File: config.mk
export PLATFORM = sky130hd
export DESIGN_NAME = wes_ctrl
export DESIGN_NICKNAME = d
export VERILOG_FILES = /design/src/rtl/wes_pkg.sv /design/src/rtl/wes_ctrl.sv
export SDC_FILE = /design/constraint.sdc
export NUM_CORES = 1
export LEC_CHECK = 0
export ABC_CLOCK_PERIOD_IN_PS = 4790
export BUFFER_PORTS_ARGS = -buffer_cell sky130_fd_sc_hd__buf_2
export CAP_MARGIN = 20
export CORE_MARGIN = 2
export CORE_UTILIZATION = 60
export CTS_CLUSTER_DIAMETER = 80
export DETAILED_ROUTE_END_ITERATION = 12
export PLACE_DENSITY = 0.84
export SLEW_MARGIN = 10
export SYNTH_ARGS = -nofsm -noshare
export SYNTH_HDL_FRONTEND = slang
export SYNTH_SLANG_ARGS = --single-unit
File: constraint.sdc
create_clock -name clk -period 4.79 [get_ports clk]
set_input_delay 0.2395 -clock clk [delete_from_list [all_inputs] [get_ports clk]]
set_output_delay 0.2395 -clock clk [all_outputs]
set_load 0.02 [all_outputs]
File: src/rtl/wes_pkg.sv
`default_nettype none
// ----------------------------------------------------------------------------
// wes_pkg
// Shared types and constants for the weighted energy score block.
// ----------------------------------------------------------------------------
package wes_pkg;

	localparam int MaxMembers = 64;
	localparam int MaxDims    = 16;
	localparam int MiW        = $clog2(MaxMembers);
	localparam int DiW        = $clog2(MaxDims);
	localparam int MAddrW     = MiW + DiW;
	localparam int McW        = 7;
	localparam int DcW        = 5;
	localparam int AccW       = 38;   // 16 dims of 34-bit squares
	localparam int RootW      = AccW / 2;
	localparam int CrossW     = 40;
	localparam int PairW      = 45;
	localparam int ScoreW     = 46;
	localparam int CrossSumW  = CrossW + 1;
	localparam int PairSumW   = PairW + 1;

	localparam logic [1:0] REQ_OBS     = 2'd0;
	localparam logic [1:0] REQ_MEMBER  = 2'd1;
	localparam logic [1:0] REQ_COMPUTE = 2'd2;

	localparam logic [1:0] REG_MEMBER_COUNT = 2'd0;
	localparam logic [1:0] REG_DIM_COUNT    = 2'd1;

	typedef enum logic [2:0] {
		ST_IDLE,
		ST_FETCH,
		ST_ACCUM,
		ST_ROOT,
		ST_WEIGH,
		ST_ADD,
		ST_OUT
	} state_t;

	// Commands from the controller to the datapath.
	typedef struct packed {
		logic              clear_sums;
		logic              rd_en;
		logic [MiW-1:0]    rd_i;
		logic [MiW-1:0]    rd_j;
		logic [DiW-1:0]    rd_d;
		logic              pair_mode;
		logic              acc_clear;
		logic              acc_add;
		logic              root_start;
		logic              weigh;
		logic              add_term;
		logic              out_load;
	} wes_cmd_t;

	typedef struct packed {
		logic root_done;
	} wes_stat_t;

endpackage : wes_pkg
`default_nettype wire

File: src/rtl/wes_ctrl.sv
`default_nettype none
// ----------------------------------------------------------------------------
// wes_ctrl
// Sequencer that walks members, member pairs and dimensions.
// ----------------------------------------------------------------------------
module wes_ctrl (
	input  wire logic               clk,
	input  wire logic               arst_n,
	input  wire logic               start,
	input  wire logic [6:0]         member_count,
	input  wire logic [4:0]         dimension_count,
	input  wire wes_pkg::wes_stat_t stat,
	input  wire logic               out_free,
	output logic                    busy,
	output logic                    out_set,
	output wes_pkg::wes_cmd_t       cmd
);
	import wes_pkg::*;

	state_t state_q, state_d;
	logic [McW-1:0] m_q;
	logic [DcW-1:0] dims_q;
	logic [McW-1:0] i_q, j_q;
	logic [DcW-1:0] d_q;
	logic           pair_q;
	logic           wait_q;
	logic [McW-1:0] m_sat;
	logic [DcW-1:0] d_sat;
	logic           last_d, more_j, more_i;

	assign m_sat  = (member_count > McW'(MaxMembers)) ? McW'(MaxMembers) : member_count;
	assign d_sat  = (dimension_count > DcW'(MaxDims)) ? DcW'(MaxDims) : dimension_count;
	assign last_d = (d_q + DcW'(1)) >= dims_q;
	// After a term: in cross mode move to pairs of i; in pair mode next j.
	assign more_j = pair_q ? (j_q + McW'(1) < m_q) : (i_q + McW'(1) < m_q);
	assign more_i = (i_q + McW'(1)) < m_q;

	always_comb begin
		state_d = state_q;
		case (state_q)
			ST_IDLE:  if (start) state_d = (m_sat == '0) ? ST_OUT : ST_FETCH;
			ST_FETCH: state_d = (dims_q == '0) ? ST_ROOT : ST_ACCUM;
			ST_ACCUM: if (last_d) state_d = ST_ROOT; else state_d = ST_ACCUM;
			ST_ROOT:  if (stat.root_done && wait_q) state_d = ST_WEIGH;
			ST_WEIGH: state_d = ST_ADD;
			ST_ADD: begin
				if (!wait_q) state_d = ST_ADD;
				else if (!pair_q && !more_i) state_d = ST_OUT;
				else if (pair_q && !more_j && !more_i) state_d = ST_OUT;
				else state_d = ST_FETCH;
			end
			ST_OUT:   if (out_free) state_d = ST_IDLE;
			default:  state_d = ST_IDLE;
		endcase
	end

	always_ff @(posedge clk or negedge arst_n) begin
		if (!arst_n) begin
			state_q <= ST_IDLE;
			m_q     <= '0;
			dims_q  <= '0;
			i_q     <= '0;
			j_q     <= '0;
			d_q     <= '0;
			pair_q  <= 1'b0;
			wait_q  <= 1'b0;
		end else begin
			state_q <= state_d;
			case (state_q)
				ST_IDLE: begin
					m_q    <= m_sat;
					dims_q <= d_sat;
					i_q    <= '0;
					j_q    <= '0;
					d_q    <= '0;
					pair_q <= 1'b0;
				end
				// d_q names the element whose read data arrives in this cycle.
				ST_FETCH: d_q <= '0;
				ST_ACCUM: d_q <= last_d ? '0 : d_q + DcW'(1);
				ST_ROOT:  wait_q <= 1'b1;
				ST_WEIGH: wait_q <= 1'b0;
				ST_ADD: begin
					wait_q <= !wait_q;
					if (wait_q) begin
						// Order: cross term of i, then pairs (i,j) for j>i, then i+1.
						if (!pair_q) begin
							if (more_i) begin
								pair_q <= 1'b1;
								j_q    <= i_q + McW'(1);
							end
						end else if (more_j) begin
							j_q <= j_q + McW'(1);
						end else begin
							pair_q <= 1'b0;
							i_q    <= i_q + McW'(1);
						end
					end
				end
				default: ;
			endcase
		end
	end

	logic [DcW-1:0] rd_d;
	assign rd_d = (state_q == ST_FETCH) ? '0 : d_q + DcW'(1);

	always_comb begin
		cmd = '0;
		cmd.rd_i      = i_q[MiW-1:0];
		cmd.rd_j      = j_q[MiW-1:0];
		cmd.rd_d      = rd_d[DiW-1:0];
		cmd.pair_mode = pair_q;
		busy    = (state_q != ST_IDLE);
		out_set = 1'b0;
		case (state_q)
			ST_IDLE:  cmd.clear_sums = start;
			ST_FETCH: begin
				cmd.rd_en     = 1'b1;
				cmd.acc_clear = 1'b1;
			end
			ST_ACCUM: begin
				cmd.rd_en   = 1'b1;
				cmd.acc_add = 1'b1;
			end
			ST_ROOT:  cmd.root_start = !wait_q;
			ST_WEIGH: cmd.weigh = 1'b1;
			ST_ADD:   cmd.add_term = wait_q;
			ST_OUT: begin
				cmd.out_load = out_free;
				out_set      = out_free;
			end
			default: ;
		endcase
	end
endmodule : wes_ctrl
`default_nettype wire
Yosys cells after proc, flatten, opt, wreduce, memory -nomap -nowiden
Index checks and enable logic that the tools add are counted.
Storage, ports and cells
  output and inout bits: 27
  bits of input ports: 17
  word-level logic and storage cells: 90
  bits in registers: 36
Operators by class
  order comparisons: 5
  reduce and logical (&&, ||, !) cells: 21
  mux-type cells: 39
  equality and inequality tests: 14
  add/subtract/negate cells: 3
Operators by type and width (number)
  $mux 7: 8
  $pmux 7 s2: 2
  $mux 3: 7
  $pmux 3 s7: 1
  $mux 1: 15
  $add 7x1->7 const B: 2
  $lt 7x7->1: 2
  $ne 2x2->1 const B: 6
  $mux 5: 2
  $pmux 5 s2: 1
  $eq 3x3->1 const B: 3
  $reduce_and 4->1: 2
  $gt 7x7->1 const B: 1
  $logic_not 7->1: 1
  $eq 3x2->1 const B: 2
  $ne 3x3->1 const B: 2
  $reduce_bool 3->1: 2
  $add 5x1->5 const B: 1
  $ge 5x5->1: 1
  $gt 5x5->1 const B: 1
  $logic_not 5->1: 1
  $logic_and 1x1->1: 4
  $logic_not 1->1: 4
  $mux 4: 1
  8 further kinds: 10

Depth between registers and ports, before layout
  word-level depth: 10
  depth in mapped cells: 11
  gate-level depth less buffers: 10

Worst setup path before layout
No wires, ideal clock.
  path type: register to register
  start: reg j_q[0]
  end: reg j_q[1]
  slack: 2.187 ns
  setup time: 0.121 ns
  data required time: 4.669 ns
  path buffers: 0
  stages on the path, launching flop included: 11
  period minus slack after synthesis: 2.603 ns
  arrival time: 2.482 ns
  path through: dfrtp_1 > ha_1 > nand3_1 > nor2_1 > xor2_1 > ha_1 > and3_1 > a221o_1 > a31o_4 > a31o_4 > a22o_1
On the way
  word-level cells in the longest chain between the ends: 5
  elaborated cells between the ends (all ways): 9
  classes of those cells: add/sub (1); order compare (1); eq/ne (1); mux (5); reduce/logical (1)
RTL lines
  start, declared: line wes_ctrl.sv:23  | logic [McW-1:0] i_q, j_q;
  start signal, assigned: line wes_ctrl.sv:90  | j_q <= i_q + McW'(1);
  start signal, assigned: line wes_ctrl.sv:93  | j_q <= j_q + McW'(1);
  $add 7x1->7 (*): line wes_ctrl.sv:35, wes_ctrl.sv:93
  $lt 7x7->1 or $mux 7 (tied branches): line wes_ctrl.sv:35, wes_ctrl.sv:92
  $mux 1 or $mux 7 (tied branches): line wes_ctrl.sv:35, wes_ctrl.sv:87
  $ne 3x3->1 (no source line) or $mux 7 (tied branches)
  $reduce_and 4->1 (no source line) or $pmux 7 s2 (tied branches)
Every way passes the cells marked *; elsewhere a longest branch is shown, timed or not. The select of a mux whose other input is x is not followed.
A chain may end at the register's enable or synchronous reset.

Worst setup path in the final report
  start: reg j_q[0]
  end: reg j_q[6]
The elaborated chain is that of the path after synthesis.

==> summary.md <==
| Metric | Value |
|---|---|
| Post-synth top area cell | dfrtp_1 |
| Clk_lat worst skew | 0.29 ns |
| CTS tree | built |
| Internal | between 0.0007 and 0.0008 W |
| Fmax | around 350 MHz |
| Max Fanout on Critical Path | 8 |
| Placed cell count | between 300 and 400 |
| Setup TNS Final | 0 ns |
| Layout Skew | between 0.005 and 0.006 ns |
| Drt wl/cell | ~16 um |
| Ys flop type | dfrtp_1 |
| Rel. slew slack | between 40% and 50% |
| Initial antenna violation count | 0 |
| RSZ-0062 raised after global routing | false |
| Count leader, synth | dfrtp_1 |
| Vias in the first global route | ~2200 |
| Ys Warns | 0 |
| Hold crit path type | in -> async |
| Final Hold Viols | 0 |
| Synthesized flop and latch total | 36 |
| Layout cells sized above 1 | between 15 and 20% |
| WL final | 5920 um |
| Unique masters post-synth | between 40 and 50 |
| Worst setup EP type | register |
| Sw frac | around 46% |
| Worst R2R Setup Slack | between 1.5 and 2 ns |
| Die height | about 70 um |
| Max Root-Sink Buffers | 2 |
| Cell Area, Placed | between 2000 and 3000 um2 |
| Register area share after synthesis | about a third |
| Post-synth top cells | 36 x dfrtp_1, 35 x nand2_1, 25 x o21ai_0, 23 x inv_1, 20 x ha_1 |
| Antenna fix cells | 0 |
| Crit path from | j_q[0] |
| Cells after Synth | slightly above 300 |
| Via-to-Cell Ratio | a little under 6 |
| Area grow syn2layout | 9.64% |
| Data required, critical path | just under 5 ns |
| Tot Pwr | between 0.001 and 0.0015 W |
| Reg2reg start | j_q[0] |
| Final min period | 2.86 ns |
| Leakage | around 1.4 nW |
| Clock sink total | 36 |
| EDFF count, synth | 0 |
| Worst setup SP type | register |
| Logic pwr share | 48.2% |
| NetSw | 0.000683 W |
| Mean Syn Cell Area | around 8.6 um2 |
| CTS resizes | 0 |
| Area of the mapped netlist | 2610 um2 |
| Detailed-route via count | between 2000 and 2500 |
| Die ar. | just under 5000 um2 |
| First-pass GRT wire length | a little over 10000 um |
| Setup Viol. Count Final | 0 |
| H-Tree Depth | 2 |
| Largest net degree at the start of global routing | 37 |
| GP Congestion | between 0.8 and 0.9 |
| Initial DRC Count | 189 |
| Sequential Power Share | 33.6% |
| WS Path Type | reg -> reg |
| Async SR Flop Fraction | 100% |
| Initial core utilization | between 60% and 70% |
| Post-synth top area share | 34.5% |
| # DRC | 0 |
| Final Max Slew Viols | 0 |
| Net count, final | around 370 |
| DP HPWL | around 4300 um |
| Finished Core Util | between 60% and 70% |
| Area contributors post-synth | dfrtp_1 35%, ha_1 9.6%, nand2_1 5.0% |
| PortBufs | 43 |
| Worst-Margin Slew | approximately 0.80 ns |
| PD cells | 518 nW/um2 |
| Reg2Reg Depth | 10 |
| Post-route antenna net violation count | 0 |
| CTS clk-pin slew, worst paths | ~0.080 ns |
| DRT Pass-1 Iters | 5 |
| Synth Net Count | 341 |
| Core Rows | 23 |
| Status | finished clean |
| Overflow after GRT | 0 |
| Cts hold-fix bufs | 0 |
| Root buf cell | clkbuf_8 |
| Final Cell Area | roughly 2900 um2 |
| CTS Buf Count | 5 |
| CP arrival | 3.04 ns |
| I/O pin total | 44 |
| R2r endpoint | j_q[6] |
| Clock network power share | 18.2% |
| Fin crit share | between 50 and 60% |
| Max cap viols | 0 |
| Worst VDD drop | 301 uV |
| Core area | between 4000 and 5000 um2 |
| Total GRT Usage | between 20% and 30% |
| Setup bufs post-CTS | 0 |
| Non-filler cells, final | 380 |
| Die X-Extent | between 60 and 70 um |
-- state kept, by name, indices dropped and copies added (netlist names) --
signal and cells:
pair_q 1, i_q 7, wait_q 1, j_q 7, m_q 7, state_q 3
dims_q 5, d_q 5
-- worst max-delay path, stage by stage, from the launching register on --
cell and delay (ns):
dfrtp_1 0.45, ha_1 0.22, nand3_1 0.12, nor2_1 0.15, xor2_1 0.20, ha_1 0.28
and3_1 0.21, a221o_1 0.35, a31o_4 0.26, a31o_4 0.27, a22o_1 0.23
-- metrics by stage --
| step | setup WS, ns | hold slack, ns |
|---|---|---|
| final | 1.93 | 0.0286 |
| after global routing | 1.72 | 0.0844 |
| after CTS | 1.93 | 0.0558 |
| after detailed placement | 1.99 | 0.373 |
| after global placement | 2.08 | 0.375 |
| after floorplan | 2.19 | -0.0561 |
-- logic make-up after synthesis --
logic type	share of synthesized area (%)
fa+ha+maj	9.59
compound gates	21.4
mux	1.58
simple gates	19.1
flops	34.5
buf+inv	9.06
xor+xnor	4.70
-- final cells by class --
class,count,area [um2]
Timing Repair Buffer,44,223
Clock buffer,5,68.8
Clock inverter,3,42.5
Sequential cell,36,901
Inverter,23,86.3
Multi-Input combinational cell,219,1480
Tap cell,50,62.6
Fill cell,323,1230
-- layer usage --
layer / vias to the layer above / wire length, um / GRT usage [%]
met5: - / 0 / 0
met4: 0 / 59 / 6.84
met3: 5 / 338 / 6.49
met2: 67 / 2950 / 45.1
met1: 1071 / 2580 / 32.6
li1: 1123 / - / -
-- cell usage in the layout, fill, tap and decap left out, types with 5 or more instances in the layout --
master,netlist,routed
a21o_1,5,5
a21oi_1,12,12
a22o_1,6,6
buf_2,0,43
clkbuf_8,0,5
dfrtp_1,36,36
ha_1,20,20
inv_1,23,23
nand2_1,35,35
nand3_1,11,11
nand3b_1,10,10
nor2_1,15,15
nor3_1,6,5
o211ai_1,15,15
o21ai_0,25,25
xnor2_1,7,7
xor2_1,7,7
-- worst max-delay path by stage --
stage,to,slack (ns),cells past startpoint
floorplan,j_q[1],2.19,10
global placement,j_q[4],2.08,10
detailed placement,j_q[6],1.99,10
CTS,j_q[0],1.93,10
global route,i_q[4],1.72,10
finish,j_q[6],1.93,10
-- power groups by stage --
stage	registers (W)	logic [W]	clock network, W
after global routing	0.000509	0.000808	0.000291
after floorplan	0.000435	0.000594	0
after global placement	0.000498	0.000688	0
after CTS	0.000497	0.000716	0.000274
after detailed placement	0.000502	0.000709	0
final	0.000498	0.000714	0.000270
Note: power is estimated with default switching activity, not from simulation.
